`config.mk`:
```
export PLATFORM = sky130hd
export DESIGN_NAME = i2c_eeprom_byte_master_core
export DESIGN_NICKNAME = d
export VERILOG_FILES = /design/src/rtl/i2cebm_pkg.sv /design/src/rtl/i2c_eeprom_byte_master_core.sv
export SDC_FILE = /design/constraint.sdc
export NUM_CORES = 1
export LEC_CHECK = 0
export ABC_AREA = 1
export BUFFER_PORTS_ARGS = -buffer_cell sky130_fd_sc_hd__buf_2
export CAP_MARGIN = 15
export CORE_ASPECT_RATIO = 1.1
export CORE_MARGIN = 10
export CORE_UTILIZATION = 28
export CTS_BUF_LIST = sky130_fd_sc_hd__clkbuf_8
export DETAILED_ROUTE_END_ITERATION = 10
export PLACE_DENSITY = 0.49
export SYNTH_ARGS = -nofsm -noshare
export SYNTH_HDL_FRONTEND = slang
export SYNTH_SLANG_ARGS = --single-unit
```
`constraint.sdc`:
```
create_clock -name clk -period 5.4 [get_ports clk]
set_input_delay 0.54 -clock clk [delete_from_list [all_inputs] [get_ports clk]]
set_output_delay 0.54 -clock clk [all_outputs]
set_load 0.005 [all_outputs]
```
`src/rtl/i2cebm_pkg.sv`:
```
`timescale 1ns / 1ps
`default_nettype none

package i2cebm_pkg;

  // Sequence step codes
  localparam logic [5:0] STEP_IDLE  = 6'd0;
  localparam logic [5:0] STEP_FIRST = 6'd1;
  localparam logic [5:0] STEP_WAIT  = 6'd63;

  // Program lengths in phases
  localparam logic [5:0] WR_LEN = 6'd17;
  localparam logic [5:0] RD_LEN = 6'd24;

  localparam logic [7:0] MSB_MASK = 8'h80;

  // Operation codes on the item channel
  localparam logic [1:0] OP_TICK  = 2'd0;
  localparam logic [1:0] OP_WRITE = 2'd1;
  localparam logic [1:0] OP_READ  = 2'd2;

  // Configuration register indexes
  localparam logic [1:0] REG_DEVICE_ADDR = 2'd0;
  localparam logic [1:0] REG_PHASE_TICKS = 2'd1;
  localparam logic [1:0] REG_WRITE_WAIT  = 2'd2;

  localparam logic [7:0]  DEVICE_ADDR_RESET = 8'd160;
  localparam logic [15:0] PHASE_TICKS_RESET = 16'd1;
  localparam logic [19:0] WRITE_WAIT_RESET  = 20'd10000;

  // Bus phase kinds
  typedef enum logic [3:0] {
    KIND_SA,
    KIND_SB,
    KIND_SC,
    KIND_TXH,
    KIND_TXL,
    KIND_AKH,
    KIND_AKL,
    KIND_RXH,
    KIND_RXL,
    KIND_NKH,
    KIND_NKL,
    KIND_PA,
    KIND_PB
  } phase_kind_t;

  // Source of a transmitted byte
  typedef enum logic [1:0] {
    SRC_DEV,
    SRC_ADDR,
    SRC_DATA,
    SRC_DEVR
  } tx_src_t;

  typedef struct packed {
    phase_kind_t kind;
    tx_src_t     src;
  } phase_row_t;

  // Look up one phase of the write or read program
  function automatic phase_row_t phase_row(input logic read_sel, input logic [4:0] idx);
    phase_row_t r;
    r.kind = KIND_SA;
    r.src  = SRC_DEV;
    if (!read_sel) begin
      unique case (idx)
        5'd0:  r.kind = KIND_SA;
        5'd1:  r.kind = KIND_SB;
        5'd2:  r.kind = KIND_SC;
        5'd3:  begin r.kind = KIND_TXH; r.src = SRC_DEV; end
        5'd4:  begin r.kind = KIND_TXL; r.src = SRC_DEV; end
        5'd5:  r.kind = KIND_AKH;
        5'd6:  r.kind = KIND_AKL;
        5'd7:  begin r.kind = KIND_TXH; r.src = SRC_ADDR; end
        5'd8:  begin r.kind = KIND_TXL; r.src = SRC_ADDR; end
        5'd9:  r.kind = KIND_AKH;
        5'd10: r.kind = KIND_AKL;
        5'd11: begin r.kind = KIND_TXH; r.src = SRC_DATA; end
        5'd12: begin r.kind = KIND_TXL; r.src = SRC_DATA; end
        5'd13: r.kind = KIND_AKH;
        5'd14: r.kind = KIND_AKL;
        5'd15: r.kind = KIND_PA;
        5'd16: r.kind = KIND_PB;
        default: r.kind = KIND_SA;
      endcase
    end else begin
      unique case (idx)
        5'd0:  r.kind = KIND_SA;
        5'd1:  r.kind = KIND_SB;
        5'd2:  r.kind = KIND_SC;
        5'd3:  begin r.kind = KIND_TXH; r.src = SRC_DEV; end
        5'd4:  begin r.kind = KIND_TXL; r.src = SRC_DEV; end
        5'd5:  r.kind = KIND_AKH;
        5'd6:  r.kind = KIND_AKL;
        5'd7:  begin r.kind = KIND_TXH; r.src = SRC_ADDR; end
        5'd8:  begin r.kind = KIND_TXL; r.src = SRC_ADDR; end
        5'd9:  r.kind = KIND_AKH;
        5'd10: r.kind = KIND_AKL;
        5'd11: r.kind = KIND_SA;
        5'd12: r.kind = KIND_SB;
        5'd13: r.kind = KIND_SC;
        5'd14: begin r.kind = KIND_TXH; r.src = SRC_DEVR; end
        5'd15: begin r.kind = KIND_TXL; r.src = SRC_DEVR; end
        5'd16: r.kind = KIND_AKH;
        5'd17: r.kind = KIND_AKL;
        5'd18: r.kind = KIND_RXH;
        5'd19: r.kind = KIND_RXL;
        5'd20: r.kind = KIND_NKH;
        5'd21: r.kind = KIND_NKL;
        5'd22: r.kind = KIND_PA;
        5'd23: r.kind = KIND_PB;
        default: r.kind = KIND_SA;
      endcase
    end
    return r;
  endfunction

endpackage

`default_nettype wire

```
`src/rtl/i2c_eeprom_byte_master_core.sv`:
```
// I2C master for a single EEPROM byte write or random byte read.
// Item channel (item_valid / item_stall): each word is one bus tick carrying
// an opcode (plain tick, start write, start read), the word address, the
// write data and the sampled SDA level. A start is taken only when idle.
// Result channel (result_valid / result_stall): one word per item with the
// SCL level, the SDA pull-down, busy, a done pulse, the last read byte and
// the NACK flag.
// Configuration channel (cfg_valid / cfg_ready): cfg_ready is always high;
// index 0 device byte, 1 ticks per bus phase, 2 write-cycle wait ticks.
// The result word is registered on acceptance; one item is taken every
// cycle while item_stall is low, set by the combinational next-state
// logic of the phase sequencer. The result register lets a new word in
// while the previous result is taken; if the receiver stalls with a
// result pending, item_stall rises and the sequencer holds.
// Synchronous reset returns the sequencer to idle, clears the counters and
// flags, and loads the register defaults (160, 1, 10000).
`timescale 1ns / 1ps
`default_nettype none

module i2c_eeprom_byte_master_core
  import i2cebm_pkg::*;
#(
  parameter int WAIT_COUNTER_WIDTH = 20
) (
  input  wire logic        clk,
  input  wire logic        rst,
  // item channel
  input  wire logic        item_valid,
  output logic             item_stall,
  input  wire logic [1:0]  opcode,
  input  wire logic [7:0]  mem_addr,
  input  wire logic [7:0]  write_data,
  input  wire logic        sda_in,
  // result channel
  output logic             result_valid,
  input  wire logic        result_stall,
  output logic             scl_level,
  output logic             sda_pull_low,
  output logic             busy_res,
  output logic             done_res,
  output logic [7:0]       read_byte,
  output logic             nack_seen,
  // configuration channel
  input  wire logic        cfg_valid,
  output logic             cfg_ready,
  input  wire logic [1:0]  cfg_index,
  input  wire logic [19:0] cfg_data
);

  localparam int WCW = WAIT_COUNTER_WIDTH;
  localparam logic [31:0] WAIT_MASK = 32'((64'd1 << WCW) - 64'd1);

  // Configuration registers
  logic [7:0]  device_addr_byte;
  logic [15:0] phase_ticks;
  logic [19:0] write_wait_ticks;

  // Sequencer state
  logic [5:0]     sequence_step, sequence_step_next;
  logic [15:0]    phase_counter, phase_counter_next;
  logic [2:0]     bit_counter, bit_counter_next;
  logic [7:0]     shift_byte, shift_byte_next;
  logic [7:0]     latched_addr, latched_addr_next;
  logic [7:0]     latched_data, latched_data_next;
  logic [7:0]     received_byte, received_byte_next;
  logic           read_mode, read_mode_next;
  logic           nack_flag, nack_flag_next;
  logic [WCW-1:0] wait_counter, wait_counter_next;

  logic accept;
  logic scl_next, pull_next, busy_next, done_next;

  assign cfg_ready  = 1'b1;
  assign item_stall = result_valid & result_stall;
  assign accept     = item_valid & ~item_stall;

  // Work out the next state and the result of one tick
  always_comb begin
    logic        start;
    logic [31:0] wait_wide;
    logic [31:0] target_wide;
    logic [WCW-1:0] target;
    logic [WCW-1:0] wait_inc;
    logic [5:0]  prog_len;
    logic [4:0]  row_idx;
    phase_row_t  row;
    logic [15:0] lim;
    logic [15:0] pc_inc;
    logic [7:0]  tx;
    logic [7:0]  shifted;

    start = (sequence_step == STEP_IDLE) && (opcode == OP_WRITE || opcode == OP_READ);

    wait_wide   = 32'(write_wait_ticks);
    target_wide = (wait_wide > WAIT_MASK) ? WAIT_MASK : wait_wide;
    target      = target_wide[WCW-1:0];

    // take the operands on a start
    sequence_step_next = sequence_step;
    phase_counter_next = phase_counter;
    bit_counter_next   = bit_counter;
    shift_byte_next    = shift_byte;
    latched_addr_next  = latched_addr;
    latched_data_next  = latched_data;
    received_byte_next = received_byte;
    read_mode_next     = read_mode;
    nack_flag_next     = nack_flag;
    wait_counter_next  = wait_counter;
    if (start) begin
      latched_addr_next = mem_addr;
      if (opcode == OP_WRITE) begin
        latched_data_next = write_data;
      end
      read_mode_next     = (opcode == OP_READ);
      nack_flag_next     = 1'b0;
      sequence_step_next = STEP_FIRST;
      phase_counter_next = '0;
      bit_counter_next   = '0;
      shift_byte_next    = '0;
      wait_counter_next  = '0;
    end

    scl_next  = 1'b1;
    pull_next = 1'b0;
    busy_next = 1'b0;
    done_next = 1'b0;

    prog_len = read_mode_next ? RD_LEN : WR_LEN;
    row_idx  = 5'(sequence_step_next - 6'd1);
    row      = phase_row(read_mode_next, row_idx);
    lim      = (phase_ticks == 16'd0) ? 16'd1 : phase_ticks;
    pc_inc   = phase_counter_next + 16'd1;
    wait_inc = wait_counter_next + WCW'(1);
    shifted  = {shift_byte_next[6:0], sda_in};

    unique case (row.src)
      SRC_DEV:  tx = device_addr_byte;
      SRC_ADDR: tx = latched_addr_next;
      SRC_DATA: tx = latched_data_next;
      SRC_DEVR: tx = device_addr_byte | 8'd1;
      default:  tx = device_addr_byte;
    endcase

    priority if (sequence_step_next == STEP_WAIT) begin
      // hold busy through the write cycle
      busy_next         = 1'b1;
      wait_counter_next = wait_inc;
      if (wait_inc >= target) begin
        done_next          = 1'b1;
        sequence_step_next = STEP_IDLE;
      end
    end else if (sequence_step_next == STEP_IDLE) begin
      busy_next = 1'b0;
    end else if (sequence_step_next > prog_len) begin
      // drop back to idle from a step outside the program
      sequence_step_next = STEP_IDLE;
    end else begin
      busy_next = 1'b1;
      unique case (row.kind)
        KIND_SA:  begin scl_next = 1'b1; pull_next = 1'b0; end
        KIND_SB:  begin scl_next = 1'b1; pull_next = 1'b1; end
        KIND_SC:  begin scl_next = 1'b0; pull_next = 1'b1; end
        KIND_TXH, KIND_TXL: begin
          scl_next  = (row.kind == KIND_TXH);
          pull_next = ((tx & (MSB_MASK >> bit_counter_next)) == 8'd0);
        end
        KIND_PA:  begin scl_next = 1'b1; pull_next = 1'b1; end
        KIND_PB:  begin scl_next = 1'b1; pull_next = 1'b0; end
        KIND_AKH, KIND_RXH, KIND_NKH: begin scl_next = 1'b1; pull_next = 1'b0; end
        default:  begin scl_next = 1'b0; pull_next = 1'b0; end
      endcase

      phase_counter_next = pc_inc;
      if (pc_inc >= lim) begin
        phase_counter_next = '0;
        // sample SDA at the end of an SCL-high slot
        if (row.kind == KIND_AKH) begin
          if (sda_in) begin
            nack_flag_next = 1'b1;
          end
        end else if (row.kind == KIND_RXH) begin
          shift_byte_next = shifted;
          if (bit_counter_next == 3'd7) begin
            received_byte_next = shifted;
          end
        end

        // advance the program
        if (row.kind == KIND_TXL || row.kind == KIND_RXL) begin
          if (bit_counter_next != 3'd7) begin
            bit_counter_next   = bit_counter_next + 3'd1;
            sequence_step_next = sequence_step_next - 6'd1;
          end else begin
            bit_counter_next   = '0;
            sequence_step_next = sequence_step_next + 6'd1;
          end
        end else if (row.kind == KIND_PB) begin
          if (!read_mode_next && target != '0) begin
            sequence_step_next = STEP_WAIT;
            wait_counter_next  = '0;
          end else begin
            done_next          = 1'b1;
            sequence_step_next = STEP_IDLE;
          end
        end else begin
          sequence_step_next = sequence_step_next + 6'd1;
        end
      end
    end
  end

  // Hold configuration, sequencer state and the result register
  always_ff @(posedge clk) begin
    if (rst) begin
      device_addr_byte <= DEVICE_ADDR_RESET;
      phase_ticks      <= PHASE_TICKS_RESET;
      write_wait_ticks <= WRITE_WAIT_RESET;
      sequence_step    <= STEP_IDLE;
      phase_counter    <= '0;
      bit_counter      <= '0;
      shift_byte       <= '0;
      latched_addr     <= '0;
      latched_data     <= '0;
      received_byte    <= '0;
      read_mode        <= 1'b0;
      nack_flag        <= 1'b0;
      wait_counter     <= '0;
      result_valid     <= 1'b0;
    end else begin
      if (cfg_valid && cfg_ready) begin
        unique case (cfg_index)
          REG_DEVICE_ADDR: device_addr_byte <= cfg_data[7:0];
          REG_PHASE_TICKS: phase_ticks      <= cfg_data[15:0];
          REG_WRITE_WAIT:  write_wait_ticks <= cfg_data;
          default: ;
        endcase
      end
      if (accept) begin
        sequence_step <= sequence_step_next;
        phase_counter <= phase_counter_next;
        bit_counter   <= bit_counter_next;
        shift_byte    <= shift_byte_next;
        latched_addr  <= latched_addr_next;
        latched_data  <= latched_data_next;
        received_byte <= received_byte_next;
        read_mode     <= read_mode_next;
        nack_flag     <= nack_flag_next;
        wait_counter  <= wait_counter_next;
        result_valid  <= 1'b1;
      end else if (!result_stall) begin
        result_valid  <= 1'b0;
      end
    end
  end

  // Load the result word
  always_ff @(posedge clk) begin
    if (accept) begin
      scl_level    <= scl_next;
      sda_pull_low <= pull_next;
      busy_res     <= busy_next;
      done_res     <= done_next;
      read_byte    <= received_byte_next;
      nack_seen    <= nack_flag_next;
    end
  end

endmodule

`default_nettype wire

```
==> flow_metrics.env <==
export IMPL_clk_pin_slew_worst_paths_ps=90
export IMPL_path_buf_inv=3
export IMPL_ys_ff_latch=136
export IMPL_drc_errors=0
export IMPL_yosysSeqAreaShare_pct=31.3
export IMPL_placedCellCount=1814
export IMPL_viasPerCell=4.76
export IMPL_wire_per_inst_um=15.0
export IMPL_worst_pin_slew_ps=885
export IMPL_core_area_mm2=0.0322
export IMPL_placed_area_mm2=0.00982
export IMPL_tns_ps=0
export IMPL_rsz0062_at_grt="no"
export IMPL_ir_drop_mv=0.163
export IMPL_synth_nets=1464
export IMPL_power_mw=3.89
export IMPL_async_flop_share_pct=0
export IMPL_min_period_over_period_pct=85.3
export IMPL_port_buffers=60
export IMPL_crit_required_ps=5800
export IMPL_status="completed"
export IMPL_place_congestion=0.858
export IMPL_synth_top_cell_by_area="dfxtp_1"
export IMPL_tritoncts="done"
export IMPL_vias=8777
export IMPL_clockBufferDepth=2
export IMPL_cts_hold_buf=0
export IMPL_min_path_type="in -> reg"
export IMPL_max_cap_violations=0
export IMPL_synth_edf_count=13
export IMPL_grt_pass1_vias=8313
export IMPL_dieArea_mm2=0.0401
export IMPL_fin_crit_ps=4610
export IMPL_leakage_nw=4.63
export IMPL_drt_total_wl_um=27800
export IMPL_die_height_um=209
export IMPL_rows=69
export IMPL_cts_repair_resized=0
export IMPL_worstSkewPairLatency_ps=470
export IMPL_fp_dieW_um=192
export IMPL_drv_slew=0
export IMPL_place_ws_ps=334
export IMPL_cp_max_fo=21
export IMPL_highest_layer="met4"
export IMPL_fin_nets=1503
export IMPL_cp_data_arrival_time_ps=5000
export IMPL_final_hold_violation_count=0
export IMPL_synth_commonest_cells="nand2_1, inv_1, nor2_1"
export IMPL_syn_cell_area_mm2=0.00910
export IMPL_grt_pass1_wl_um=44400
export IMPL_whs_ps=301
export IMPL_clock_sinks=136
export IMPL_h_tree_depth=4
export IMPL_start_util_pct=28.3
export IMPL_synth_top_cell_area_share_pct=27.1
export IMPL_critPathLaunchType="flop"
export IMPL_dr_pass1_iters=5
export IMPL_drive_gt1_share_pct=12.2
export IMPL_met1_length_um=12700
export IMPL_root_buffer="clkbuf_8"
export IMPL_post_route_cell_area_mm2=0.0103
export IMPL_met2_length_um=13800
export IMPL_dr_wl_met3_um=748
export IMPL_syn_inst=1368
export IMPL_synth_avg_cell_area_um2=6.65
export IMPL_dp_hpwl_um=20600
export IMPL_yosys_top_cells_area="dfxtp_1, nand2_1, inv_1"
export IMPL_fin_cells=1845
export IMPL_drtIter0Drc=608
export IMPL_syn2layout_area_growth_pct=12.8
export IMPL_ant_nets=0
export IMPL_yosysUniqueCellTypes=58
export IMPL_cellPowerDensity_mw_per_mm2=379
export IMPL_cts_setup_buffers=0
export IMPL_max_stage_delay_ps=500
export IMPL_numCtsBuffers=17
export IMPL_crit_path_frequent_cell="nand2_1"
export IMPL_synth_ff_type="dfxtp_1"
export IMPL_crit_type="reg -> reg"
export IMPL_fin_skew_ps=20.5
export IMPL_ys_warn_count=0
export IMPL_fmax_mhz=217
export IMPL_critical_path_top_delay_family="simple AND/OR/NAND/NOR gates"
export IMPL_grtUsageTotal_pct=13.7
export IMPL_overflow=0
export IMPL_fin_ws_ps=794
export IMPL_worst_setup_path_end_kind="flop"
export IMPL_finalSetupViolations=0
export IMPL_antenna_cells=0
export IMPL_antenna_found_initial=1
export IMPL_ios=62
export IMPL_post_synth_top_count_cell="nand2_1"
export IMPL_final_util_pct=31.9
export IMPL_cp_slowest_cell="dfxtp_1"
export IMPL_relSlewSlack_pct=41.0
export IMPL_grt_max_degree=82
-- cell usage in the layout, fill, tap and decap left out, drive strengths merged, types with 6 or more instances in the layout --
cell type,netlist,layout
nand4,20,20
clkbuf,40,17
inv,185,192
edfxtp,13,13
nor2,152,152
nor4,6,6
dfxtp,123,123
xor2,22,22
nand2,317,317
nor3,9,9
o21ai,122,122
a31oi,21,21
clkinv,4,6
o211ai,19,19
nand3,98,98
ha,50,50
a21oi,118,118
buf,16,76
-- power by group --
part | internal [mW] | switching [mW]
sequential | 1.11 | 0.0509
clock | 0.545 | 0.435
combinational | 0.540 | 1.21
total | 2.20 | 1.69
-- state kept, by name, indices dropped and copies added (netlist names) --
name              flops
bit_counter           3
busy_res              1
device_addr_byte      8
done_res              1
latched_addr          8
latched_data          8
nack_flag             1
nack_seen             1
phase_counter        16
phase_ticks          16
read_byte             8
read_mode             1
received_byte         8
result_valid          1
scl_level             1
sda_pull_low          1
sequence_step         6
shift_byte            7
wait_counter         20
write_wait_ticks     20
-- layout make-up --
class,count,area [um2]
multi-input cells,987,5300
inverters,189,712
clock buffers,17,234
flip-flops and latches,136,2850
well taps,426,533
repair buffers,76,420
fillers,3567,21900
clock inverters,14,209
-- routing by layer --
layer | vias up | global-route usage [%]
li1 | 4572 | -
met5 | - | 0
met3 | 28 | 2.17
met2 | 129 | 23.7
met1 | 4048 | 17.2
met4 | 0 | 3.83
-- worst register-to-register path, cell delays in order (launching register included) --
cell and delay, ps:
dfxtp_1 500, nor2_1 110, nand2_2 150, nor2_4 60, buf_4 220, nor2_1 240
ha_1 240, nand2_1 80, nor2_2 120, nand2_1 90, inv_1 60, nand2_1 70
nor2_2 110, nand2_1 90, nor2_2 160, nand2_2 110, inv_2 70, nand4_1 90
and2_1 190, ha_1 310, nand3_1 100, a31oi_1 80, a2111oi_0 330, nand3_1 120
nor2b_1 410, o21a_1 230, nand2_1 80, a21oi_1 110
-- path summary, 6_finish.rpt --
kind                    startpoint          endpoint  slack, ps  cells after the start
setup / recovery  sequence_step[0]  sequence_step[4]        790                     27
hold / removal         mem_addr[4]   latched_addr[4]        300                      3
setup reg to reg  sequence_step[0]  sequence_step[4]        790                     27
hold reg to reg      shift_byte[5]     shift_byte[5]        470                      2
-- cells by family (layout without fill, tap and decap cells) --
logic type      Yosys count  count (layout)  synth area share [%]
simple gates            610             610                  30.2
compound gates          301             301                  18.5
xor+xnor                 25              25                  2.49
buf+inv                 245             296                  10.6
flops                   136             136                  31.3
other cells               1               1                0.0412
fa+ha+maj                50              50                  6.87
Note: power is estimated with default switching activity, not from simulation.
